`config.mk`:
```
export PLATFORM = sky130hd
export DESIGN_NAME = fsd_diffuse_flat
export DESIGN_NICKNAME = d
export VERILOG_FILES = /design/src/fsd_pkg.sv /design/src/fsd_stream_if.sv /design/src/fsd_diffuse.sv /design/src/flat_wrapper.sv
export SDC_FILE = /design/constraint.sdc
export NUM_CORES = 1
export LEC_CHECK = 0
export ABC_AREA = 1
export BUFFER_PORTS_ARGS = -buffer_cell sky130_fd_sc_hd__buf_2
export CAP_MARGIN = 20
export CORE_MARGIN = 3
export CORE_UTILIZATION = 42
export DETAILED_ROUTE_END_ITERATION = 6
export SLEW_MARGIN = 5
export SYNTH_ARGS = -nofsm -noshare
export SYNTH_HDL_FRONTEND = slang
export SYNTH_SLANG_ARGS = --single-unit
```
`constraint.sdc`:
```
create_clock -name clk -period 13.5 [get_ports clk]
set_input_delay 1.35 -clock clk [delete_from_list [all_inputs] [get_ports clk]]
set_output_delay 1.35 -clock clk [all_outputs]
set_load 0.005 [all_outputs]
```
`src/fsd_pkg.sv`:
```
`timescale 1ns / 1ps

package fsd_pkg;

    localparam int MAX_WIDTH_DEF  = 1024;
    localparam int MAX_HEIGHT_DEF = 4096;

    localparam int PIX_W      = 8;
    localparam int ERR_W      = 10;
    localparam int EPOCH_W    = 3;
    localparam int THR_W      = 8;
    localparam int IMG_W_W    = 11;
    localparam int IMG_H_W    = 13;
    localparam int CFG_IDX_W  = 2;
    localparam int CFG_DATA_W = 13;

    localparam logic [THR_W-1:0]   THRESHOLD_RST    = 8'd128;
    localparam logic [IMG_W_W-1:0] IMAGE_WIDTH_RST  = 11'd640;
    localparam logic [IMG_H_W-1:0] IMAGE_HEIGHT_RST = 13'd480;

    typedef enum logic [CFG_IDX_W-1:0] {
        CFG_THRESHOLD    = 2'd0,
        CFG_IMAGE_WIDTH  = 2'd1,
        CFG_IMAGE_HEIGHT = 2'd2
    } cfg_index_t;

    typedef logic signed [ERR_W-1:0] err_t;

    // one line store entry: frame tag plus stored correction
    typedef struct packed {
        logic [EPOCH_W-1:0] tag;
        err_t               value;
    } line_word_t;

    typedef struct packed {
        logic               valid;
        logic               first_col;
        logic               last_col;
        logic               last_row;
        logic [EPOCH_W-1:0] epoch;
    } item_ctrl_t;

    typedef struct packed {
        logic       en;
        line_word_t word;
    } line_wr_t;

    function automatic err_t sat_err(input logic signed [12:0] x);
        if (x > 13'sd511)
            return 10'sd511;
        else if (x < -13'sd512)
            return -10'sd512;
        else
            return x[ERR_W-1:0];
    endfunction

    // (prod + 8) / 16 truncated toward zero
    function automatic logic signed [11:0] round_share(input logic signed [15:0] prod);
        logic signed [15:0] x;
        logic signed [15:0] q;
        x = prod + 16'sd8;
        q = x >>> 4;
        if (x[15] && (x[3:0] != 4'd0))
            q = q + 16'sd1;
        return 12'(q);
    endfunction

endpackage

```
`src/fsd_stream_if.sv`:
```


interface fsd_dot_if;
    logic valid;
    logic ready;
    logic pixel_white;
    logic frame_end;

    modport source (output valid, output pixel_white, output frame_end, input ready);
    modport sink   (input valid, input pixel_white, input frame_end, output ready);
endinterface

```
`src/fsd_diffuse.sv`:
```
`timescale 1ns / 1ps

module fsd_diffuse #(
    parameter int COL_W = $clog2(fsd_pkg::MAX_WIDTH_DEF)
) (
    input  logic                       clk,
    input  logic                       rst_n,
    input  logic [fsd_pkg::THR_W-1:0]  threshold,
    input  fsd_pkg::item_ctrl_t        item,
    input  logic [fsd_pkg::PIX_W-1:0]  item_pixel,
    input  logic [COL_W-1:0]           item_col,
    input  fsd_pkg::line_word_t        rd_word,
    output logic                       advance,
    output fsd_pkg::line_wr_t          wr,
    output logic [COL_W-1:0]           wr_addr,
    fsd_dot_if.source                  dots
);

    fsd_pkg::err_t      right_carry_reg;
    fsd_pkg::err_t      below_pending_reg;
    fsd_pkg::err_t      left_val_reg;      // latest value of the store entry just left behind
    logic [COL_W-1:0]   left_col_reg;
    logic               left_dirty_reg;    // that value is not in memory yet
    logic               out_valid_reg;
    logic               white_reg;
    logic               frame_end_reg;

    fsd_pkg::err_t      corr;
    logic signed [11:0] v;
    logic               white;
    logic signed [11:0] err;
    logic signed [15:0] err16;
    logic signed [11:0] s7;
    logic signed [11:0] s5;
    logic signed [11:0] s3;
    logic signed [11:0] s1;
    fsd_pkg::err_t      below_val;
    fsd_pkg::err_t      left_final;
    logic               fire;

    assign advance = !out_valid_reg || dots.ready;
    assign fire    = item.valid && advance;

    // entry from an earlier frame reads as zero
    assign corr = (rd_word.tag == item.epoch) ? rd_word.value : '0;

    always_comb
    begin
        v     = $signed({4'b0000, item_pixel}) + 12'(corr) + 12'(right_carry_reg);
        white = v >= $signed({4'b0000, threshold});
        err   = white ? (v - 12'sd255) : v;
        err16 = 16'(err);
        s7    = fsd_pkg::round_share(err16 * 16'sd7);
        s5    = fsd_pkg::round_share(err16 * 16'sd5);
        s3    = fsd_pkg::round_share(err16 * 16'sd3);
        s1    = fsd_pkg::round_share(err16);
        below_val  = fsd_pkg::sat_err(13'(below_pending_reg) + 13'(s5));
        left_final = fsd_pkg::sat_err(13'(left_val_reg) + 13'(s3));
    end

    always_comb
    begin
        wr.en         = 1'b0;
        wr.word.tag   = item.epoch;
        wr.word.value = left_val_reg;
        wr_addr       = left_col_reg;
        if (fire)
        begin
            if (!item.last_row && !item.first_col)
            begin
                wr.en         = 1'b1;
                wr.word.value = left_final;
                wr_addr       = item_col - COL_W'(1);
            end
            else if (left_dirty_reg)
                wr.en = 1'b1;
        end
    end

    always_ff @(posedge clk or negedge rst_n)
    begin
        if (!rst_n)
        begin
            right_carry_reg   <= '0;
            below_pending_reg <= '0;
            left_dirty_reg    <= 1'b0;
            out_valid_reg     <= 1'b0;
        end
        else if (fire)
        begin
            out_valid_reg   <= 1'b1;
            right_carry_reg <= item.last_col ? '0 : fsd_pkg::sat_err(13'(s7));
            left_dirty_reg  <= !item.last_row;
            if (item.last_col)
                below_pending_reg <= '0;
            else if (!item.last_row)
                below_pending_reg <= fsd_pkg::sat_err(13'(s1));
        end
        else if (dots.ready)
            out_valid_reg <= 1'b0;
    end

    always_ff @(posedge clk)
    begin
        if (fire)
        begin
            left_val_reg  <= item.last_row ? corr : below_val;
            left_col_reg  <= item_col;
            white_reg     <= white;
            frame_end_reg <= item.last_col && item.last_row;
        end
    end

    assign dots.valid       = out_valid_reg;
    assign dots.pixel_white = white_reg;
    assign dots.frame_end   = frame_end_reg;

    a_row_end_clears: assert property (@(posedge clk) disable iff (!rst_n)
        (fire && item.last_col) |=> (right_carry_reg == '0) && (below_pending_reg == '0))
        else $error("error carries survive the end of a row");

endmodule

```
`src/flat_wrapper.sv`:
```
// flat-port wrapper written by rule: the top's interface ports become plain ports
module fsd_diffuse_flat 
#(
    parameter int COL_W = $clog2(fsd_pkg::MAX_WIDTH_DEF)
)
  (clk, rst_n, threshold, item, item_pixel, item_col, rd_word, advance, wr, wr_addr, dots_valid, dots_pixel_white, dots_frame_end, dots_ready);
  fsd_dot_if dots_i ();
  input  logic clk;
  input  logic rst_n;
  input  logic [fsd_pkg::THR_W-1:0] threshold;
  input  fsd_pkg::item_ctrl_t item;
  input  logic [fsd_pkg::PIX_W-1:0] item_pixel;
  input  logic [COL_W-1:0] item_col;
  input  fsd_pkg::line_word_t rd_word;
  output logic advance;
  output fsd_pkg::line_wr_t wr;
  output logic [COL_W-1:0] wr_addr;
  output wire logic [$bits(dots_i.valid)-1:0] dots_valid;
  output wire logic [$bits(dots_i.pixel_white)-1:0] dots_pixel_white;
  output wire logic [$bits(dots_i.frame_end)-1:0] dots_frame_end;
  input wire logic [$bits(dots_i.ready)-1:0] dots_ready;
  assign dots_valid = dots_i.valid;
  assign dots_pixel_white = dots_i.pixel_white;
  assign dots_frame_end = dots_i.frame_end;
  assign dots_i.ready = dots_ready;
  fsd_diffuse #(.COL_W(COL_W)) u_core (.clk(clk), .rst_n(rst_n), .threshold(threshold), .item(item), .item_pixel(item_pixel), .item_col(item_col), .rd_word(rd_word), .advance(advance), .wr(wr), .wr_addr(wr_addr), .dots(dots_i));
endmodule
```
# After elaboration in Yosys (flattened, before gate mapping)
# Cells that the tools add are included.
word_totals:
  reg_bits: 44
  inputBits: 49
  out_inout_bits: 28
  word_cells: 80
classes:
  add_sub_neg: 14
  mul: 3
  order_cmp: 9
  n_eq_ne: 2
  muxes: 27
  reduce_logical: 17
op_table:
  columns: ["cell", "n"]
  rows:
  - ["10-bit two-way mux", 17]
  - ["12-bit two-way mux", 5]
  - ["12-bit by 2-bit adder with 12-bit output, second input constant", 3]
  - ["16-bit by 5-bit adder with 16-bit output, second input constant", 2]
  - ["12-bit by 4-bit multiplier with 16-bit output, second input constant", 2]
  - ["10-bit by 12-bit adder with 13-bit output", 2]
  - ["13-bit by 10-bit > comparator with 1-bit output, second input constant", 2]
  - ["13-bit by 10-bit < comparator with 1-bit output, second input constant", 2]
  - ["12-bit by 10-bit > comparator with 1-bit output, second input constant", 2]
  - ["12-bit by 10-bit < comparator with 1-bit output, second input constant", 2]
  - ["15-bit by 5-bit adder with 16-bit output, second input constant", 1]
  - ["4-bit nonzero test", 4]
  - ["12-bit by 3-bit multiplier with 15-bit output, second input constant", 1]
  - ["12-bit by 5-bit adder with 13-bit output, second input constant", 1]
  - ["11-bit by 10-bit adder with 12-bit output", 1]
  - ["12-bit by 9-bit greater-or-equal comparator with 1-bit output", 1]
  - ["12-bit by 9-bit subtractor with 12-bit output, second input constant", 1]
  - ["9-bit by 10-bit adder with 11-bit output", 1]
  - ["9-bit by 2-bit adder with 10-bit output, second input constant", 1]
  - ["10-bit by 1-bit subtractor with 10-bit output, second input constant", 1]
  - ["1-bit logical AND", 7]
  - ["1-bit two-way mux", 5]
  - ["3-bit == test", 1]
  - ["1-bit zero test", 3]
  - ["4 further kinds", 4]

# Depth between registers and ports, before layout
# Gate-level depths: netlist of the first run.
logic_depth:
  word_depth: 17
  ltp_mapped: 62
  ltp_nobuf: 62

# Worst setup path before layout of the first run
# OpenSTA, ideal clock, no wires.
synth_timing:
  path_type: "input port to output port"
  start: "input port item[1] (netlist name)"
  end: "output port wr[9] (netlist name)"
  arrival_ps: 9200
  required_time_ps: 12150
  setup_slack_ps: 2950
  cell_stages: 54
  path_buffers: 1
  path_cell_list: "xnor2_1 > nand3_1 > clkinv_1 > nand2_1 > fa_1 > inv_1 > ha_1 > fa_1 > nand2_1 > nand2_2 > nand3_1 > nand2_1 > xor2_2 > ha_1 > nand2_1 > or2_2 > nand2_1 > nor2_1 > [18 not listed] > nor3_1 > xor2_1 > inv_1 > ha_1 > inv_1 > nor3_1 > nand2_1 > o211ai_1 > nand3_1 > nand2_1 > a21oi_1 > nor2_1 > nor2_1 > xor2_1 > nand2_1 > a21oi_1 > o21ai_0 > nand2_1"
synth_rtl:
  columns: ["element", "line_no", "rtl"]
  rows:
  - ["start: declaration", "flat_wrapper.sv:11", "input fsd_pkg::item_ctrl_t item;"]
  - ["end: declaration", "flat_wrapper.sv:16", "output fsd_pkg::line_wr_t wr;"]

==> results by group, run 1 <==
Placement
  – Post-DP HPWL: 21.4 mm
  – Gpl congestion: 0.886
  – # port buffers: 76

Floorplan
  – Core area: 0.0206 sq mm
  – Die footprint: 0.0230 sq mm
  – Initial Util: 43.4%
  – Die W: 152 microns
  – Row cnt: 52
  – Top-Level Pins: 77
  – Die height: 152 microns

Worst setup path
  – Most frequent CP cell: nand2_1
  – R2r startpoint: u_core.right_carry_reg[1]
  – Critical Path RT: 12.15 ns
  – Crit Path Max Fanout: 15
  – CP startpoint kind: input port
  – Arr. time, crit path: 10.61 ns
  – Largest stage delay on the critical path: 0.49 ns
  – Setup crit end kind: output pin
  – Worst setup path startpoint: item[0]
  – Slowest-stage cell, CP: fa_1
  – CP Class: in2out

Drt
  – DR vias/cell: 5.02
  – Routed WL per cell: 14.3 microns
  – Starting DRT DRC Count: 468
  – TritonRoute pass-1 iters: 5
  – Vias: 8606
  – Drt drc: 0
  – Antenna-violating nets left: 0
  – Total Wirelength: 24.4 mm

GRT
  – Layer with the highest usage: met2
  – Vias in the first global route: 8174
  – Largest net degree at the start of global routing: 26
  – Met3 GRT Util: 1.64%
  – First-pass GRT wire length: 39.8 mm
  – Met1 global-route usage: 28.7%
  – GR Util met2: 38.2%
  – Congestion Overflow GR: 0
  – Initial antenna violation count: 0
  – Overall Global Routing Usage: 21.4%

Layout
  – Commonest non-fill, non-tap cells in the layout: 414 x nand2_1, 243 x inv_1, 135 x ha_1, 98 x nand3_1, 90 x nor2_1
  – Layout area overhead: 9.07%
  – Most common cell after layout, fill and taps aside: nand2_1
  – Share of layout cells above drive strength 1: 9.42%
  – Fin nets: 1650
  – Antenna diode count: 0
  – # fillers: 2176

STA
  – Final worst-path cycle share: 88.6%
  – Fin. Hold Viols: 0
  – Final min period: 11.96 ns
  – Worst-Margin Slew: 0.916 ns
  – Final Slew Violations: 0
  – Slew headroom: 38.7%
  – TNS Setup: 0 ns
  – Count of final setup violators: 0
  – Worst clock skew: 0.00863 ns
  – Max frequency: 83.6 MHz
  – RSZ-0062 raised after global routing: no

CTS
  – PostCTS Resize Cnt: 0
  – Clock Sinks: 44
  – Clock latency on the worst-skew pair: 0.30 ns
  – Depth of the CTS H-tree: 2
  – CTS tree: built
  – Clk slew on worst S/H paths: 0.06 ns
  – Clock Root Buffer: clkbuf_16
  – Clk buf depth: 2
  – Setup repair bufs after CTS: 0
  – Total CTS buffers: 5
  – Hold buffer count at CTS: 0

Synthesis
  – Syn Nets: 1579
  – Syn avg cell area: 6.50 sq um
  – Netlist cell types: 49
  – Top_reg_cell synth: edfxtp_1
  – Synth async-reset ratio: 50.0%
  – Synth Register Bits: 44
  – Sequential-to-total area share from yosys stat: 13.6%
  – Area of the mapped netlist: 0.00891 sq mm
  – Gate Count Post-Synth: 1372
  – Number of flops mapped to enable cells by yosys: 22
  – Synth warn: 0

Worst hold path
  – Hold_sp: u_core.below_pending_reg[7]
  – Worst min path class: reg2reg

Run status
  – Status: finished, final reports clean

Run
  – Total of max-cap violations: 0
==> final cells by class <==
cell class / count / area (sq um) / share of cell area, %
multi-input combinational: 1068 / 6690 / 68.8
sequential: 44 / 1210 / 12.5
inverter: 246 / 923 / 9.50
clock inverter: 3 / 47.5 / 0.489
timing repair buffer: 78 / 393 / 4.04
tap: 270 / 338 / 3.47
clock buffer: 5 / 125 / 1.29
==> worst max-delay path: cells and delay by family <==
family,cells,cell delay [ns]
and+or+nand+nor,28,3.37
buffers and inverters,7,0.78
xor gates and xnor gates,4,0.80
AOI/OAI and AO/OA,8,1.51
adders and majority gates,8,2.80
==> routing by layer <==
layer | part of all wire [%] | vias to the layer above
li1 | - | 4535
met1 | 47 | 3883
met2 | 48 | 172
met3 | 4.5 | 16
met4 | 1.0 | 0
met5 | 0 | -
==> per-stage QoR <==
| stage | std cells | hold WS, ns | cell area [sq um] | setup WS (ns) | utilization, % |
|---|---|---|---|---|---|
| floorplan | 1372 | 0.449 | 8910 | 2.95 | - |
| global placement | 1705 | 0.474 | 9550 | 1.82 | 46.4 |
| detailed placement | 1706 | 0.473 | 9550 | 1.56 | 46.5 |
| CTS | 1714 | 0.492 | 9720 | 1.55 | 47.3 |
| global route | 1714 | 0.519 | 9720 | 0.536 | 47.3 |
| finish | 1714 | 0.491 | 9720 | 1.54 | 47.3 |
==> synth_stat cells (5+ instances only) <==
library cell    n  area (sq um)
nand3b_1        7          52.6
clkbuf_1        5          18.8
xor2_1         45           394
ha_1          135          1690
buf_4           5          37.5
nand2_1       414          1550
xnor2_1        24           210
o21ai_1         9          45.0
a21oi_1        50           250
nand2_2        12          75.1
nor2_1         90           338
edfxtp_1       22           661
fa_1           23           460
nand2_4         6          67.6
nor3_1         18          90.1
dfrtp_1        22           551
or2_2           7          43.8
nand4_1        28           175
nand3_1        98           490
inv_1         243           912
nor2_2          7          43.8
o21ai_0        36           180
a22oi_1         7          52.6
a2bb2oi_1       8          70.1
==> worst paths after layout <==
check	endpoint	slack, ns	cells after the start
max	wr[9]	1.54	55
min	u_core.below_pending_reg[7]	0.49	2
max reg2reg	u_core.left_val_reg[3]	3.88	44
min reg2reg	u_core.below_pending_reg[7]	0.49	2
max in group asynchronous	u_core.below_pending_reg[9]	12.10	1
min in group asynchronous	u_core.right_carry_reg[2]	1.03	1
==> logic make-up after synthesis <==
| logic type | synth area share, % |
|---|---|
| DFF | 13.6 |
| AOI/OAI and AO/OA | 9.21 |
| xor gates and xnor gates | 7.33 |
| and+or+nand+nor | 34.3 |
| buffers and inverters | 11.4 |
| adders and majority gates | 24.1 |
Power of run 1 is left out: the tool's default activity adds up to more than one toggle a clock period on the data nets, which glitch-free logic cannot reach.
==> inputs of run 2 (changes only) <==
PLACE_DENSITY = 0.72   (was default)
==> run 2 against run 1 <==
Compared with the run above: utilization about the same; flip-flop and latch count is the same; critical path depth shrank 8; clock-buffer cell count is the same; clock skew fell by 0.00065 ns; non-clock buffer count down 1; routed wire length shrank 2.4%.
==> results by group, run 2 (same netlist as run 1, synthesis figures left out) <==
GRT
  – Congestion Overflow GR: 0
  – Vias in the first global route: 8099
  – Largest net degree at the start of global routing: 26
  – First-pass GRT wire length: 38.7 mm
  – Initial antenna violation count: 0
  – Overall Global Routing Usage: 20.8%

Floorplan
  – Die height: 152 microns
  – Row cnt: 52
  – Die W: 152 microns
  – Die footprint: 0.0230 sq mm
  – Top-Level Pins: 77
  – Core area: 0.0206 sq mm
  – Initial Util: 43.4%

Run
  – Total of max-cap violations: 0

Worst setup path
  – CP startpoint kind: input port
  – Reg2reg setup slack: 4.07 ns
  – Setup crit end kind: output pin
  – Critical Path RT: 12.15 ns
  – CP Class: in2out
  – Most frequent CP cell: nand2_1
  – Slowest-stage cell, CP: fa_1
  – Crit Path Max Fanout: 15
  – Largest stage delay on the critical path: 0.59 ns
  – Arr. time, crit path: 10.60 ns

Layout
  – Commonest non-fill, non-tap cells in the layout: 414 x nand2_1, 243 x inv_1, 135 x ha_1, 98 x nand3_1, 90 x nor2_1
  – Antenna diode count: 0
  – Most common cell after layout, fill and taps aside: nand2_1
  – Layout area overhead: 8.97%
  – Share of layout cells above drive strength 1: 9.36%
  – Non-Filler Instances: 1713
  – Fin nets: 1649
  – Final core utilization: 47.2%

CTS
  – CTS tree: built
  – Depth of the CTS H-tree: 2
  – Setup repair bufs after CTS: 0
  – Clk slew on worst S/H paths: 0.07 ns
  – Clk buf depth: 2
  – Clock latency on the worst-skew pair: 0.30 ns
  – Total CTS buffers: 5
  – Hold buffer count at CTS: 0
  – Clock Sinks: 44
  – PostCTS Resize Cnt: 0
  – Clock Root Buffer: clkbuf_16

Placement
  – Gpl congestion: 0.922
  – Worst slack, placed: 1.63 ns
  – # port buffers: 76
  – Post-DP HPWL: 20.6 mm
  – Inst Count DP: 1704

STA
  – PnR worst setup slack: 1.55 ns
  – Slew headroom: 34.8%
  – Count of final setup violators: 0
  – Worst-Margin Slew: 0.977 ns
  – Worst clock skew: 0.00799 ns
  – Fin. Hold Viols: 0
  – RSZ-0062 raised after global routing: no
  – Final min period: 11.95 ns
  – Final worst-path cycle share: 88.5%
  – Final Slew Violations: 0
  – TNS Setup: 0 ns
  – Max frequency: 83.7 MHz

Drt
  – Drt drc: 0
  – Vias: 8697
  – Antenna-violating nets left: 0
  – Total Wirelength: 23.9 mm
  – DR vias/cell: 5.08
  – Starting DRT DRC Count: 570
  – TritonRoute pass-1 iters: 5
  – Routed WL per cell: 13.9 microns

Worst hold path
  – Worst min path class: reg2reg

Run status
  – Status: finished, final reports clean
[run 2: cell count changes in the layout (fill, tap and decap cells not counted), sizes merged]
cell	delta
inv	+1
buf	-2
clkbuf	+1
clkinvlp	+1
clkinv	-2
[run 2: area by class of cell]
cell class,instances,area [sq um]
clock buffer,5,125
clock inverter,3,46.3
fill,2117,10800
inverter,246,923
multi-input combinational,1068,6690
sequential,44,1210
tap,270,338
timing repair buffer,77,385
[run 2: worst max-delay path, delay by kind of cell]
family	cells	cell delay (ns)
fa+ha+maj	7	2.86
xor+xnor	3	0.58
buf+inv	7	1.01
simple gates	22	2.89
compound gates	8	1.87
[run 2: per-stage QoR]
stage	cell area, sq um	hold WS [ns]
2_1_floorplan	8910	0.449
3_5_place_dp	9540	0.469
4_1_cts	9710	0.490
5_1_grt	9710	0.523
6_report	9710	0.493
3_3_place_gp	9540	0.469
[run 2: final timing paths]
kind	end	depth (start not counted)	startpoint
min	u_core.below_pending_reg[4]	2	u_core.below_pending_reg[4]
max in group asynchronous	u_core.left_dirty_reg	1	rst_n
max reg2reg	u_core.left_val_reg[6]	44	u_core.right_carry_reg[1]
min reg2reg	u_core.below_pending_reg[4]	2	u_core.below_pending_reg[4]
min in group asynchronous	u_core.below_pending_reg[4]	1	rst_n
max	wr[9]	47	item[0]
[run 2: metal layers]
layer | part of all wire, % | vias up | track usage (%)
li1 | - | 4529 | -
met1 | 45 | 3906 | 27.3
met2 | 46 | 231 | 36.4
met3 | 6.1 | 31 | 2.20
met4 | 2.5 | 0 | 5.17
met5 | 0 | - | 0
Power of run 2 is left out for the same reason.
