**src/fsd_pkg.sv**
```systemverilog
`timescale 1ns / 1ps

package fsd_pkg;

    localparam int MAX_WIDTH_DEF  = 1024;
    localparam int MAX_HEIGHT_DEF = 4096;

    localparam int PIX_W      = 8;
    localparam int ERR_W      = 10;
    localparam int EPOCH_W    = 3;
    localparam int THR_W      = 8;
    localparam int IMG_W_W    = 11;
    localparam int IMG_H_W    = 13;
    localparam int CFG_IDX_W  = 2;
    localparam int CFG_DATA_W = 13;

    localparam logic [THR_W-1:0]   THRESHOLD_RST    = 8'd128;
    localparam logic [IMG_W_W-1:0] IMAGE_WIDTH_RST  = 11'd640;
    localparam logic [IMG_H_W-1:0] IMAGE_HEIGHT_RST = 13'd480;

    typedef enum logic [CFG_IDX_W-1:0] {
        CFG_THRESHOLD    = 2'd0,
        CFG_IMAGE_WIDTH  = 2'd1,
        CFG_IMAGE_HEIGHT = 2'd2
    } cfg_index_t;

    typedef logic signed [ERR_W-1:0] err_t;

    // one line store entry: frame tag plus stored correction
    typedef struct packed {
        logic [EPOCH_W-1:0] tag;
        err_t               value;
    } line_word_t;

    typedef struct packed {
        logic               valid;
        logic               first_col;
        logic               last_col;
        logic               last_row;
        logic [EPOCH_W-1:0] epoch;
    } item_ctrl_t;

    typedef struct packed {
        logic       en;
        line_word_t word;
    } line_wr_t;

    function automatic err_t sat_err(input logic signed [12:0] x);
        if (x > 13'sd511)
            return 10'sd511;
        else if (x < -13'sd512)
            return -10'sd512;
        else
            return x[ERR_W-1:0];
    endfunction

    // (prod + 8) / 16 truncated toward zero
    function automatic logic signed [11:0] round_share(input logic signed [15:0] prod);
        logic signed [15:0] x;
        logic signed [15:0] q;
        x = prod + 16'sd8;
        q = x >>> 4;
        if (x[15] && (x[3:0] != 4'd0))
            q = q + 16'sd1;
        return 12'(q);
    endfunction

endpackage

```
**src/fsd_stream_if.sv**
```systemverilog
`timescale 1ns / 1ps

interface fsd_pixel_if;
    logic                       valid;
    logic                       ready;
    logic [fsd_pkg::PIX_W-1:0]  pixel_in;

    modport source (output valid, output pixel_in, input ready);
    modport sink   (input valid, input pixel_in, output ready);
endinterface


```
**src/fsd_front.sv**
```systemverilog
`timescale 1ns / 1ps

module fsd_front #(
    parameter int MAX_WIDTH  = fsd_pkg::MAX_WIDTH_DEF,
    parameter int MAX_HEIGHT = fsd_pkg::MAX_HEIGHT_DEF,
    parameter int COL_W      = $clog2(fsd_pkg::MAX_WIDTH_DEF),
    parameter int ROW_W      = $clog2(fsd_pkg::MAX_HEIGHT_DEF)
) (
    input  logic                            clk,
    input  logic                            rst_n,
    input  logic                            cfg_we,
    input  logic [fsd_pkg::CFG_IDX_W-1:0]   cfg_index,
    input  logic [fsd_pkg::CFG_DATA_W-1:0]  cfg_wdata,
    fsd_pixel_if.sink                       pixels,
    input  logic                            advance,
    output fsd_pkg::item_ctrl_t             item,
    output logic [fsd_pkg::PIX_W-1:0]       item_pixel,
    output logic [COL_W-1:0]                item_col,
    output logic [fsd_pkg::THR_W-1:0]       threshold,
    output logic                            rd_en,
    output logic [COL_W-1:0]                rd_addr,
    output logic                            clr_en,
    output logic [COL_W-1:0]                clr_addr
);

    localparam int CW = COL_W + 1;
    localparam int RW = ROW_W + 1;
    localparam logic [COL_W-1:0] CLR_LAST = COL_W'(MAX_WIDTH - 1);

    typedef enum logic [1:0] {ST_CLEAR, ST_RUN, ST_DRAIN} state_t;

    state_t                        state_reg;
    logic [fsd_pkg::THR_W-1:0]     threshold_reg;
    logic [fsd_pkg::IMG_W_W-1:0]   width_reg;
    logic [fsd_pkg::IMG_H_W-1:0]   height_reg;
    logic [COL_W-1:0]              col_reg;
    logic [ROW_W-1:0]              row_reg;
    logic [fsd_pkg::EPOCH_W-1:0]   epoch_reg;
    logic [COL_W-1:0]              clr_addr_reg;

    logic                          s1_valid_reg;
    logic                          s1_first_reg;
    logic                          s1_last_col_reg;
    logic                          s1_last_row_reg;
    logic [fsd_pkg::EPOCH_W-1:0]   s1_epoch_reg;
    logic [fsd_pkg::PIX_W-1:0]     s1_pixel_reg;
    logic [COL_W-1:0]              s1_col_reg;

    logic [CW-1:0]                 w_eff;
    logic [RW-1:0]                 h_eff;
    logic                          last_col;
    logic                          last_row;
    logic                          accept;
    logic                          frame_done;

    always_comb
    begin
        if (width_reg < fsd_pkg::IMG_W_W'(2))
            w_eff = CW'(2);
        else if (width_reg > MAX_WIDTH)
            w_eff = CW'(MAX_WIDTH);
        else
            w_eff = CW'(width_reg);

        if (height_reg < fsd_pkg::IMG_H_W'(2))
            h_eff = RW'(2);
        else if (height_reg > MAX_HEIGHT)
            h_eff = RW'(MAX_HEIGHT);
        else
            h_eff = RW'(height_reg);
    end

    assign last_col   = (CW'(col_reg) + CW'(1)) >= w_eff;
    assign last_row   = (RW'(row_reg) + RW'(1)) >= h_eff;
    assign accept     = pixels.valid && pixels.ready;
    assign frame_done = accept && last_col && last_row;

    assign pixels.ready = (state_reg == ST_RUN) && (!s1_valid_reg || advance);

    always_ff @(posedge clk or negedge rst_n)
    begin
        if (!rst_n)
        begin
            state_reg     <= ST_CLEAR;
            threshold_reg <= fsd_pkg::THRESHOLD_RST;
            width_reg     <= fsd_pkg::IMAGE_WIDTH_RST;
            height_reg    <= fsd_pkg::IMAGE_HEIGHT_RST;
            col_reg       <= '0;
            row_reg       <= '0;
            epoch_reg     <= '0;
            clr_addr_reg  <= '0;
            s1_valid_reg  <= 1'b0;
        end
        else
        begin
            if (cfg_we)
            begin
                case (cfg_index)
                    fsd_pkg::CFG_THRESHOLD:
                        threshold_reg <= cfg_wdata[fsd_pkg::THR_W-1:0];
                    fsd_pkg::CFG_IMAGE_WIDTH:
                        width_reg <= cfg_wdata[fsd_pkg::IMG_W_W-1:0];
                    fsd_pkg::CFG_IMAGE_HEIGHT:
                        height_reg <= cfg_wdata[fsd_pkg::IMG_H_W-1:0];
                    default:
                        ;
                endcase
            end

            case (state_reg)
                ST_CLEAR:
                begin
                    if (clr_addr_reg == CLR_LAST)
                    begin
                        clr_addr_reg <= '0;
                        state_reg    <= ST_RUN;
                    end
                    else
                        clr_addr_reg <= clr_addr_reg + COL_W'(1);
                end
                ST_RUN:
                begin
                    // tag space runs out: wipe the store once the last pixel has left
                    if (frame_done && (epoch_reg == '1))
                        state_reg <= ST_DRAIN;
                end
                ST_DRAIN:
                begin
                    if (!s1_valid_reg)
                        state_reg <= ST_CLEAR;
                end
                default:
                    state_reg <= ST_CLEAR;
            endcase

            if (accept)
            begin
                s1_valid_reg <= 1'b1;
                if (last_col)
                begin
                    col_reg <= '0;
                    if (last_row)
                    begin
                        row_reg   <= '0;
                        epoch_reg <= epoch_reg + fsd_pkg::EPOCH_W'(1);
                    end
                    else
                        row_reg <= row_reg + ROW_W'(1);
                end
                else
                    col_reg <= col_reg + COL_W'(1);
            end
            else if (advance)
                s1_valid_reg <= 1'b0;
        end
    end

    always_ff @(posedge clk)
    begin
        if (accept)
        begin
            s1_first_reg    <= (col_reg == '0);
            s1_last_col_reg <= last_col;
            s1_last_row_reg <= last_row;
            s1_epoch_reg    <= epoch_reg;
            s1_pixel_reg    <= pixels.pixel_in;
            s1_col_reg      <= col_reg;
        end
    end

    assign item.valid     = s1_valid_reg;
    assign item.first_col = s1_first_reg;
    assign item.last_col  = s1_last_col_reg;
    assign item.last_row  = s1_last_row_reg;
    assign item.epoch     = s1_epoch_reg;
    assign item_pixel     = s1_pixel_reg;
    assign item_col       = s1_col_reg;
    assign threshold      = threshold_reg;
    assign rd_en          = accept;
    assign rd_addr        = col_reg;
    assign clr_en         = (state_reg == ST_CLEAR);
    assign clr_addr       = clr_addr_reg;

    a_frame_wrap: assert property (@(posedge clk) disable iff (!rst_n)
        frame_done |=> (col_reg == '0) && (row_reg == '0)
            && (epoch_reg == fsd_pkg::EPOCH_W'($past(epoch_reg) + 1'b1)))
        else $error("position or frame tag not advanced at end of frame");

    a_clear_empty: assert property (@(posedge clk) disable iff (!rst_n)
        (state_reg == ST_CLEAR) |-> !s1_valid_reg)
        else $error("pixel in flight during line store clearing");

endmodule

```
**src/flat_wrapper.sv**
```systemverilog
// flat-port wrapper written by rule: the top's interface ports become plain ports
module fsd_front_flat 
#(
    parameter int MAX_WIDTH  = fsd_pkg::MAX_WIDTH_DEF,
    parameter int MAX_HEIGHT = fsd_pkg::MAX_HEIGHT_DEF,
    parameter int COL_W      = $clog2(fsd_pkg::MAX_WIDTH_DEF),
    parameter int ROW_W      = $clog2(fsd_pkg::MAX_HEIGHT_DEF)
)
  (clk, rst_n, cfg_we, cfg_index, cfg_wdata, advance, item, item_pixel, item_col, threshold, rd_en, rd_addr, clr_en, clr_addr, pixels_valid, pixels_pixel_in, pixels_ready);
  fsd_pixel_if pixels_i ();
  input  logic clk;
  input  logic rst_n;
  input  logic cfg_we;
  input  logic [fsd_pkg::CFG_IDX_W-1:0] cfg_index;
  input  logic [fsd_pkg::CFG_DATA_W-1:0] cfg_wdata;
  input  logic advance;
  output fsd_pkg::item_ctrl_t item;
  output logic [fsd_pkg::PIX_W-1:0] item_pixel;
  output logic [COL_W-1:0] item_col;
  output logic [fsd_pkg::THR_W-1:0] threshold;
  output logic rd_en;
  output logic [COL_W-1:0] rd_addr;
  output logic clr_en;
  output logic [COL_W-1:0] clr_addr;
  input wire logic [$bits(pixels_i.valid)-1:0] pixels_valid;
  input wire logic [$bits(pixels_i.pixel_in)-1:0] pixels_pixel_in;
  output wire logic [$bits(pixels_i.ready)-1:0] pixels_ready;
  assign pixels_i.valid = pixels_valid;
  assign pixels_i.pixel_in = pixels_pixel_in;
  assign pixels_ready = pixels_i.ready;
  fsd_front #(.MAX_WIDTH(MAX_WIDTH), .MAX_HEIGHT(MAX_HEIGHT), .COL_W(COL_W), .ROW_W(ROW_W)) u_core (.clk(clk), .rst_n(rst_n), .cfg_we(cfg_we), .cfg_index(cfg_index), .cfg_wdata(cfg_wdata), .pixels(pixels_i), .advance(advance), .item(item), .item_pixel(item_pixel), .item_col(item_col), .threshold(threshold), .rd_en(rd_en), .rd_addr(rd_addr), .clr_en(clr_en), .clr_addr(clr_addr));
endmodule
```
**config.mk**
```make
export PLATFORM = sky130hd
export DESIGN_NAME = fsd_front_flat
export DESIGN_NICKNAME = d
export VERILOG_FILES = /design/src/fsd_pkg.sv /design/src/fsd_stream_if.sv /design/src/fsd_front.sv /design/src/flat_wrapper.sv
export SDC_FILE = /design/constraint.sdc
export NUM_CORES = 1
export LEC_CHECK = 0
export BUFFER_PORTS_ARGS = -buffer_cell sky130_fd_sc_hd__buf_4
export CELL_PAD_IN_SITES_DETAIL_PLACEMENT = 1
export CELL_PAD_IN_SITES_GLOBAL_PLACEMENT = 1
export CORE_AREA = 4 4 112 103
export CTS_BUF_LIST = sky130_fd_sc_hd__clkbuf_8
export DETAILED_ROUTE_END_ITERATION = 10
export DIE_AREA = 0 0 116 107
export PLACE_DENSITY = 0.83
export SLEW_MARGIN = 20
export SYNTH_ARGS = -nofsm -noshare
export SYNTH_HDL_FRONTEND = slang
export SYNTH_SLANG_ARGS = --single-unit
```
**constraint.sdc**
```tcl
create_clock -name clk -period 3.5 [get_ports clk]
set_input_delay 0.7 -clock clk [delete_from_list [all_inputs] [get_ports clk]]
set_output_delay 0.7 -clock clk [all_outputs]
set_load 0.02 [all_outputs]
```
### After elaboration in Yosys (flattened, before gate mapping)

Index checks and enable logic that the tools add are counted.
Widths: inputs -> output; s select.

| operators by class | value |
|---|---|
| add/subtract/negate cells | 6 |
| order comparisons | 6 |
| equality and inequality tests | 9 |
| mux-type cells | 13 |
| reductions and logical operators | 17 |

Operators by type and width:

| kind | count |
|---|---|
| $mux 13 | 2 |
| $mux 11 | 2 |
| $add 10x1->10 const B | 2 |
| $mux 10 | 2 |
| $add 12x1->13 const B | 1 |
| $ge 13x13->1 | 1 |
| $gt 13x13->1 const B | 1 |
| $lt 13x2->1 const B | 1 |
| $add 12x1->12 const B | 1 |
| $mux 12 | 1 |
| $add 10x1->11 const B | 1 |
| $ge 11x11->1 | 1 |
| $gt 11x11->1 const B | 1 |
| $lt 11x2->1 const B | 1 |
| $eq 10x10->1 const B | 1 |
| $logic_not 10->1 | 1 |
| $reduce_and 2->1 | 4 |
| $mux 2 | 3 |
| $pmux 2 s3 | 1 |
| $reduce_and 3->1 | 2 |
| $logic_and 1x1->1 | 5 |
| $eq 2x1->1 const B | 2 |
| $eq 2x2->1 const B | 2 |
| $logic_not 2->1 | 2 |
| other kinds (8) | 10 |

| word-level totals | value |
|---|---|
| bits in registers | 94 |
| input port bits | 28 |
| output and inout port bits | 56 |
| word-level logic and storage cells | 66 |

### Logic depth before layout (Yosys ltp)

Gate-level depths: netlist of run 1.

| depth | value |
|---|---|
| depth in word-level cells | 9 |
| mapped depth | 14 |
| gate-level depth less buffers | 12 |

### Worst setup path before layout of run 1

OpenSTA, ideal clock, no wires.

| path | value |
|---|---|
| path kind | reg2reg |
| start point | register u_core.col_reg[5] (netlist: u_core.rd_addr[5]) |
| end point | register u_core.epoch_reg[1] (netlist bit) |
| setup time | 128 ps |
| arrival | 2737 ps |
| required time | 3372 ps |
| setup slack | 635 ps |
| stages on the path, launching flop included | 12 |
| path buffers | 1 |
| period minus slack after synthesis | 2865 ps |
| path through | dfrtp_1 clkbuf_1 and4_1 nor2b_1 xor2_1 ha_1 a2111oi_0 o21ai_1 o21ai_0 o21ai_2 nand3_2 mux2_1 |

| between the ends | value |
|---|---|
| word-level cells in the longest chain between the ends | 3 |

RTL lines:

| what | line | RTL |
|---|---|---|
| start, declared | fsd_front.sv:36 | `logic [COL_W-1:0] col_reg;` |
| start signal, assigned | fsd_front.sv:151 | `col_reg <= col_reg + COL_W'(1);` |
| $add 10x1->11 | fsd_front.sv:73 | `assign last_col = (CW'(col_reg) + CW'(1)) >= w_eff;` |
| $ge 11x11->1 | fsd_front.sv:73 |  |
| net u_core.last_col | fsd_front.sv:51 | `logic last_col;` |
| $reduce_and 3->1 (no line) | -- |  |
| end signal, assigned | fsd_front.sv:145 | `epoch_reg <= epoch_reg + fsd_pkg::EPOCH_W'(1);` |
| end, declared | fsd_front.sv:38 | `logic [fsd_pkg::EPOCH_W-1:0] epoch_reg;` |

The timed path passes the listed nets, and every way through them passes these cells.
A chain may end at the register's enable or synchronous reset.

### Worst setup path in the final report of run 1

| path | value |
|---|---|
| start point | register u_core.col_reg[3] (netlist: u_core.rd_addr[3]) |
| end point | register u_core.epoch_reg[1] (netlist bit) |

The elaborated chain is that of the path after synthesis.

==> results of run 1 <==
[critical path: stages (launching register included)]
cell and delay [ns]:
dfrtp_2 0.46, and3_1 0.20, nand3_1 0.20, nor2b_1 0.20, xor2_1 0.25, ha_1 0.31, a2111oi_1 0.46, o21ai_1 0.18
o21ai_0 0.15, o21ai_2 0.18, nand3_2 0.17, mux2_1 0.35
[area by class of cell]
type	count	area, um2
inverter	6	23.8
timing repair buffer	94	706
tap	129	161
fill	1088	4560
sequential	94	2480
clock inverter	6	43.8
multi-input combinational	279	2130
clock buffer	10	138
[per-layer routing]
| layer | track usage, % | up-vias | wire [um] |
|---|---|---|---|
| met5 | 0 | - | 0 |
| met4 | 6.55 | 0 | 192 |
| met3 | 3.67 | 15 | 599 |
| met2 | 32.5 | 87 | 5590 |
| met1 | 24.7 | 1727 | 5110 |
| li1 | - | 1601 | - |
[cells in the mapped netlist, types with 2 or more instances]
| master | number | share of area, % |
|---|---|---|
| nor4_1 | 5 | 0.67 |
| nand2_1 | 44 | 3.5 |
| buf_4 | 4 | 0.64 |
| inv_1 | 4 | 0.32 |
| o21ai_1 | 3 | 0.32 |
| mux2_1 | 2 | 0.48 |
| nand3b_1 | 5 | 0.80 |
| a22o_1 | 17 | 3.2 |
| o21ai_2 | 2 | 0.37 |
| nand4_1 | 7 | 0.93 |
| dfrtp_1 | 63 | 34 |
| nand2b_1 | 5 | 0.67 |
| xnor2_2 | 2 | 0.69 |
| buf_6 | 2 | 0.48 |
| nand3_2 | 3 | 0.64 |
| o21ai_0 | 13 | 1.4 |
| nor2b_1 | 6 | 0.80 |
| mux2_2 | 33 | 7.9 |
| a21o_1 | 2 | 0.32 |
| nor2_1 | 16 | 1.3 |
| xor2_1 | 10 | 1.9 |
| xnor2_1 | 14 | 2.6 |
| nor3_1 | 6 | 0.64 |
| and3_1 | 10 | 1.3 |
| clkbuf_1 | 3 | 0.24 |
| dfstp_2 | 7 | 3.9 |
| a21oi_1 | 9 | 0.96 |
| nand3_1 | 13 | 1.4 |
| ha_1 | 30 | 8.0 |
| edfxtp_1 | 24 | 15 |
| o21bai_1 | 4 | 0.64 |
[logic make-up after synthesis]
logic type | after synthesis | synth area share, %
and+or+nand+nor | 130 | 14.6
DFF | 94 | 52.9
AOI/OAI and AO/OA | 58 | 8.83
muxes | 35 | 8.41
adders and majority gates | 30 | 8.01
xor gates and xnor gates | 26 | 5.18
buffers and inverters | 17 | 2.05
[power groups by stage]
stage	Clock, mW	Sequential [mW]	Combinational (mW)
after global routing	0.754	1.27	0.392
after CTS	0.710	1.26	0.346
after global placement	0	1.28	0.321
final	0.686	1.26	0.349
after floorplan	0	1.28	0.194
after detailed placement	0	1.28	0.342
[worst max path at each step]
stage | start | endpoint | depth (start not counted)
floorplan | u_core.rd_addr[5] | u_core.epoch_reg[1] | 11
global placement | u_core.rd_addr[2] | u_core.row_reg[6] | 11
detailed placement | u_core.rd_addr[2] | u_core.epoch_reg[1] | 11
CTS | u_core.rd_addr[2] | u_core.epoch_reg[1] | 11
global route | u_core.rd_addr[3] | u_core.epoch_reg[1] | 11
finish | u_core.rd_addr[3] | u_core.epoch_reg[1] | 11
[repair_timing]
| action | in CTS | in global routing |
|---|---|---|
| endpoints found under the hold margin | 0 | 0 |
| setup buffers | 0 | 8 |
| gates resized for setup | 0 | 7 |
| endpoints found under the setup margin | 0 | 25 |
==> impl_metrics.csv, run 1 <==
group,metric,value,unit
timing,fin_tns_setup,0,ns
drt,drc,0,
timing,finalHoldViolations,0,
worst_setup_path,reg2reg_depth,11,
drt,wl_per_cell,18.6,um
layout,antenna_cells,0,
synthesis,yosysWarningCount,0,
synthesis,synth_area_per_cell,12.0,um2
timing,slew_headroom,39.8,%
timing,finClkSkew,0.0171,ns
synthesis,syn_inst,390,
worst_setup_path,r2r-end,"u_core.epoch_reg[1]",
pwr,pwr-share-seq,54.9,%
layout,final_core_util,55.5,%
synthesis,synth_cell_type_count,53,
die,ios,84,
cts,cts.sinks,94,
timing,grt_setup_unrepaired,"no",
timing,period_share,92.1,%
global_route,grt_pass1_vias,3636,
synthesis,synth_seq_area_share,52.9,%
worst_setup_path,crit_type,"flop to flop",
global_route,grt.overflow.total,0,
worst_setup_path,crit_path_end_kind,"flop",
pwr,power.total,2.29,mW
global_route,grt_use_total,19.2,%
timing,setup_viol,0,
layout,final_cell_mix,"buf_4, dfrtp_1, nand2_1",
worst_setup_path,cp_max_fo,7,
place,hpwlAfterDp,8290,um
drt,ant_nets,0,
synthesis,ys_seq_elements,94,
layout,instances_no_fill,618,
worst_hold_path,hp-class,"input port to async pin",
place,pre_cts_slack,0.108,ns
global_route,antenna_found_initial,0,
die,die_h,107,um
cts,clkLatencyLatePin,0.37,ns
cts,cts_made_buffers,9,
pwr,switching_share,28.2,%
synthesis,synth_edf_count,24,
pwr,pwr-share-clk,29.9,%
layout,final_nets,542,
worst_setup_path,cp.arrival,3.47,ns
cts,ctsHoldBuffers,0,
drt,dr.first_iter.drc_count,115,
worst_setup_path,reg2reg_setup_slack,0.28,ns
synthesis,synth_fp_nets,448,
cts,clockBufferDepth,2,
die,fp.dieArea,12400,um2
drt,wl,11500,um
synthesis,syn_area,4690,um2
drt,vias,3430,
layout,final_common_cell,"buf_4",
layout,largest_reg_flops,13,
die,core_area,10200,um2
place,gp_congestion,0.838,
cts,htree_levels,3,
synthesis,async_flop_share,74.5,%
pwr,p_comb_share,15.2,%
run,drv_cap,0,
timing,fmax,310,MHz
timing,layout_min_cycle_time,3.22,ns
cts,cts-root-buf,"clkbuf_8",
global_route,grt_max_degree,71,
outcome,outcome,"completed",
place,portBuffers,83,
timing,slew_viol_final,0,
cts,clk_pin_slew,0.10,ns
die,start_util,45.8,%
place,place_area,5420,um2
drt,vias_per_cell,5.55,
pwr,p_sw,0.648,mW
layout,syn2layout_area_growth,21.3,%
pwr,power.leakage,2.72,nW
worst_setup_path,cp.required,3.75,ns
global_route,grt_pass1_wl,18800,um
layout,stdcell_area,5690,um2
die,row_count,35,
worst_setup_path,startpoint_type,"flop",
pwr,power.density,404,nW/um2
synthesis,synthFlopType,"dfrtp_1",
timing,holdWs,0.445,ns
layout,drive_above_1_share,34.8,%
cts,cts_tree,"yes",
timing,setup_ws,0.277,ns
pwr,p_int,1.65,mW
worst_setup_path,r2r_start,"u_core.rd_addr[3]",
place,dp.cells,594,
pwr,ir_worst_vdd,239,uV
timing,worst_slew_pin_slew,0.903,ns
drt,dr.pass1.iters,4,
die,dieWidth,116,um
Note: power is estimated with default switching activity, not from simulation.
==> run 2: changes to the inputs <==
- CORE_AREA: 4 4 112 103 -> 4 4 136 86
- DIE_AREA: 0 0 116 107 -> 0 0 140 90
- PLACE_DENSITY: 0.83 -> 0.82
==> run 2 against run 1 <==
Compared with the run above: die area grew 1.5%; first-iteration DRC count rose by 15%; sequential power is essentially flat; combinational power up 1%; critical path depth unchanged; via count fell by 2.2%; clock skew down 0.0016 ns; clock power decreased by 5.7%; largest cell class unchanged; highest routed layer unchanged.
==> impl_metrics.csv, run 2 (synthesized netlist as in run 1, its figures left out) <==
group,metric,value,unit
die,start_util,45.2,%
cts,cts.sinks,94,
worst_setup_path,reg2reg_depth,11,
drt,wl_per_cell,18.7,um
pwr,ir_worst_vdd,253,uV
timing,layout_min_cycle_time,3.33,ns
pwr,p_int,1.63,mW
drt,wl,11600,um
global_route,grt.overflow.total,0,
timing,grt_setup_unrepaired,"yes",
drt,vias_per_cell,5.40,
worst_setup_path,crit_type,"flop to flop",
worst_setup_path,startpoint_type,"flop",
layout,final_nets,535,
timing,setup_viol,0,
layout,syn2layout_area_growth,20.0,%
place,portBuffers,83,
run,drv_cap,0,
timing,finClkSkew,0.0155,ns
global_route,grt_pass1_wl,19200,um
die,core_area,10400,um2
drt,ant_nets,0,
cts,cts_made_buffers,9,
die,fp.dieArea,12600,um2
pwr,power.density,402,nW/um2
layout,seq_area,2480,um2
global_route,antenna_found_initial,0,
pwr,pwr-share-clk,28.6,%
worst_setup_path,crit_path_end_kind,"flop",
layout,largest_reg_flops,13,
timing,slew_viol_final,0,
layout,final_common_cell,"buf_4",
layout,antenna_cells,0,
layout,drive_above_1_share,33.6,%
drt,vias,3354,
outcome,outcome,"completed",
die,die_h,90,um
worst_hold_path,hp-class,"input port to async pin",
worst_setup_path,cp.arrival,3.58,ns
global_route,grt_use_total,18.9,%
pwr,switching_share,28.1,%
timing,worst_slew_pin_slew,0.908,ns
die,ios,84,
cts,clk_pin_slew,0.09,ns
pwr,p_comb_share,15.6,%
die,dieWidth,140,um
layout,n_fill_cell,1125,
cts,clkLatencyLatePin,0.37,ns
cts,ctsHoldBuffers,0,
pwr,power.total,2.26,mW
timing,finalHoldViolations,0,
global_route,grt_max_degree,71,
place,hpwlAfterDp,8840,um
timing,fin_tns_setup,0,ns
worst_setup_path,cp_max_fo,6,
timing,fmax,300,MHz
layout,multi_input_area,2120,um2
place,gp_congestion,0.794,
cts,cts-root-buf,"clkbuf_8",
layout,final_cell_mix,"buf_4, dfrtp_1, nand2_1",
cts,htree_levels,3,
timing,period_share,95.2,%
drt,dr.first_iter.drc_count,132,
die,row_count,29,
global_route,grt_pass1_vias,3589,
cts,clockBufferDepth,2,
pwr,power.leakage,2.67,nW
drt,drc,0,
cts,cts_tree,"yes",
pwr,pwr-share-seq,55.8,%
drt,dr.pass1.iters,4,
worst_setup_path,cp.required,3.75,ns
layout,final_core_util,54.2,%
timing,slew_headroom,39.4,%
timing,holdWs,0.437,ns
pwr,p_sw,0.635,mW
[run 2: layout make-up]
class	count	share of cell area, %
flip-flops and latches	94	44.2
multi-input cells	279	37.6
clock inverters	7	0.868
repair buffers	87	11.6
inverters	6	0.423
clock buffers	9	2.20
well taps	139	3.09
[run 2: metal layers]
layer	part of all wire, %	global-route usage (%)	vias up
met1	50	27.4	1664
met4	1.3	4.92	0
li1	-	-	1590
met2	44	28.0	88
met5	0	0	-
met3	4.7	5.20	12
[run 2: metrics by stage]
| step | cells | area [um2] | setup WS, ns |
|---|---|---|---|
| after floorplan | 390 | 4690 | 0.635 |
| after global placement | 602 | 5420 | 0.280 |
| after detailed placement | 602 | 5420 | 0.124 |
| after CTS | 618 | 5590 | 0.0137 |
| after global routing | 621 | 5620 | -0.0585 |
| final | 621 | 5620 | 0.168 |
[run 2: worst max-delay path, cell delays in order (launching register included)]
cell and delay (ns):
dfrtp_1 0.47, and3_1 0.20, nand3_1 0.21, nor2b_1 0.21, xor2_1 0.29, ha_1 0.32
a2111oi_2 0.41, o21ai_1 0.17, o21ai_0 0.19, o21ai_2 0.21, nand3_2 0.19, mux2_1 0.34
[run 2: power groups by stage]
stage	sequential [mW]	combinational [mW]	clock, mW
6_report	1.26	0.353	0.647
5_1_grt	1.27	0.396	0.725
4_1_cts	1.26	0.350	0.672
3_5_place_dp	1.28	0.345	0
3_3_place_gp	1.28	0.325	0
2_1_floorplan	1.28	0.194	0
[run 2: worst paths after layout]
kind | startpoint | to | slack (ns)
setup / recovery | u_core.rd_addr[4] | u_core.epoch_reg[1] | 0.17
hold / removal | rst_n | u_core.epoch_reg[0] | 0.44
setup reg to reg | u_core.rd_addr[4] | u_core.epoch_reg[1] | 0.17
hold reg to reg | u_core.epoch_reg[1] | u_core.s1_epoch_reg[1] | 0.50
max in group asynchronous | rst_n | u_core.rd_addr[3] | 2.43
min in group clk | u_core.epoch_reg[1] | u_core.s1_epoch_reg[1] | 0.50
[run 2: what timing repair did]
action                                 in CTS  in global routing
setup endpoints to repair                   2                 25
gates resized for setup                     1                  3
setup buffers                               0                  3
endpoints found under the hold margin       0                  0
==> run 3: changes to the inputs <==
- CELL_PAD_IN_SITES_DETAIL_PLACEMENT: 1 -> unset
- CELL_PAD_IN_SITES_GLOBAL_PLACEMENT: 1 -> unset
- CORE_AREA: 4 4 136 86 -> 4 4 122 77
- DIE_AREA: 0 0 140 90 -> 0 0 126 81
- PLACE_DENSITY: 0.82 -> 0.83
- REMOVE_ABC_BUFFERS: unset -> 1
==> run 3 against run 2 <==
Compared with the run above: clock-buffer cell count up 2; sequential power hardly changed; die area down 19%; power shrank 0.54%; clock power up 1%; largest cell class unchanged; final area fell by 0.78%; critical path type unchanged; core utilization is 13 points higher; clock skew shrank 0.0035 ns; maximum frequency is 6.0% higher; highest routed layer unchanged; via count rose by 0.81%.
==> impl_metrics.csv, run 3 (synthesized netlist as in run 1, its figures left out) <==
group,metric,value,unit
outcome,outcome,"completed",
timing,fmax,318,MHz
die,dieWidth,126,um
drt,wl,10200,um
cts,clk_pin_slew,0.08,ns
timing,worst_slew_pin_slew,0.866,ns
timing,slew_viol_final,0,
pwr,p_int,1.65,mW
global_route,grt_max_degree,71,
pwr,power.density,403,nW/um2
die,row_count,26,
timing,grt_setup_unrepaired,"no",
die,fp.dieArea,10200,um2
pwr,power.leakage,2.68,nW
worst_setup_path,cp.required,3.74,ns
drt,ant_nets,0,
global_route,grt_use_total,21.1,%
global_route,grt_pass1_wl,16900,um
cts,cts.sinks,94,
layout,syn2layout_area_growth,19.0,%
timing,setup_viol,0,
pwr,pwr-share-clk,29.1,%
timing,period_share,89.8,%
cts,htree_levels,3,
timing,finClkSkew,0.0120,ns
pwr,ir_worst_vdd,243,uV
drt,vias_per_cell,5.70,
timing,fin_tns_setup,0,ns
run,drv_cap,0,
drt,vias,3381,
drt,dr.pass1.iters,5,
worst_setup_path,cp_max_fo,9,
pwr,power.total,2.25,mW
place,dp.cells,577,
layout,final_cell_mix,"buf_4, dfrtp_1, nand2_1",
global_route,grt.overflow.total,0,
place,hpwlAfterDp,7560,um
die,start_util,56.3,%
worst_setup_path,reg2reg_setup_slack,0.36,ns
timing,setup_ws,0.357,ns
layout,n_fill_cell,643,
pwr,p_sw,0.597,mW
cts,clockBufferDepth,2,
worst_setup_path,reg2reg_depth,12,
cts,ctsHoldBuffers,0,
worst_setup_path,cp.arrival,3.38,ns
worst_setup_path,crit_type,"flop to flop",
timing,slew_headroom,42.3,%
place,pre_cts_slack,0.299,ns
global_route,grt_pass1_vias,3355,
timing,layout_min_cycle_time,3.14,ns
layout,final_common_cell,"buf_4",
timing,finalHoldViolations,0,
layout,final_nets,534,
pwr,pwr-share-seq,56.1,%
worst_setup_path,r2r_start,"u_core.row_reg[2]",
die,core_area,8330,um2
cts,cts_tree,"yes",
die,die_h,81,um
layout,drive_above_1_share,32.6,%
cts,cts-root-buf,"clkbuf_8",
cts,clkLatencyLatePin,0.37,ns
drt,wl_per_cell,17.1,um
layout,antenna_cells,0,
worst_setup_path,crit_path_end_kind,"flop",
pwr,switching_share,26.6,%
place,gp_congestion,0.842,
pwr,p_comb_share,14.8,%
cts,cts_made_buffers,9,
worst_setup_path,startpoint_type,"flop",
layout,instances_no_fill,593,
place,portBuffers,83,
drt,drc,0,
worst_setup_path,r2r-end,"u_core.epoch_reg[1]",
global_route,antenna_found_initial,0,
drt,dr.first_iter.drc_count,194,
layout,largest_reg_flops,13,
worst_hold_path,hp-class,"input port to async pin",
die,ios,84,
## run 3: power groups by stage
stage | Sequential [mW] | Clock, mW | Combinational (mW)
detailed placement | 1.28 | 0 | 0.330
finish | 1.26 | 0.654 | 0.332
CTS | 1.26 | 0.674 | 0.332
floorplan | 1.28 | 0 | 0.193
global route | 1.27 | 0.732 | 0.366
global placement | 1.28 | 0 | 0.317
## run 3: cell type report
cell class              instances  area, um2  area share [%]
clock buffers                  11        151            2.71
well taps                     112        140            2.51
repair buffers                 86        646            11.6
flip-flops and latches         94       2480            44.5
clock inverters                 5       26.3           0.471
inverters                       6       23.8           0.426
multi-input cells             279       2110            37.8
## run 3: worst max-delay path by stage
stage                       from             endpoint  slack [ns]  depth (start not counted)
2_1_floorplan  u_core.rd_addr[2]    u_core.row_reg[6]        0.64                         11
3_3_place_gp   u_core.rd_addr[2]    u_core.row_reg[6]        0.26                         11
3_5_place_dp   u_core.rd_addr[2]    u_core.row_reg[6]        0.30                         11
4_1_cts        u_core.rd_addr[2]    u_core.row_reg[6]        0.28                         11
5_1_grt        u_core.rd_addr[3]    u_core.row_reg[6]        0.08                         11
6_report       u_core.row_reg[2]  u_core.epoch_reg[1]        0.36                         12
## run 3: through the flow
step           hold WS [ns]  instance area (um2)  utilization [%]
3_3_place_gp          0.468                 5400             64.9
4_1_cts               0.462                 5580             67.0
3_5_place_dp          0.493                 5400             64.9
6_report              0.447                 5580             67.0
5_1_grt               0.474                 5580             67.0
2_1_floorplan         0.404                 4620                -
## run 3: critical path, cell delays in order (launching register included)
cell	delay (ns)
dfrtp_1	0.44
and3_1	0.20
and3_1	0.26
and3_1	0.35
nand3_2	0.13
xnor2_2	0.17
ha_1	0.28
nand2_1	0.06
nor2_1	0.13
nand2_1	0.07
o21ai_2	0.35
nand3_2	0.22
mux2_1	0.35
## run 3: repair_timing
action	4_1_cts	5_1_grt
gates resized for setup	0	1
setup buffers	0	0
endpoints found under the setup margin	0	2
## run 3: per-layer routing
metal | vias to the layer above | wire (um) | global-route usage (%)
met3 | 19 | 606 | 5.32
met4 | 0 | 144 | 6.85
li1 | 1587 | - | -
met5 | - | 0 | 0
met2 | 109 | 4760 | 34.1
met1 | 1666 | 4650 | 28.4
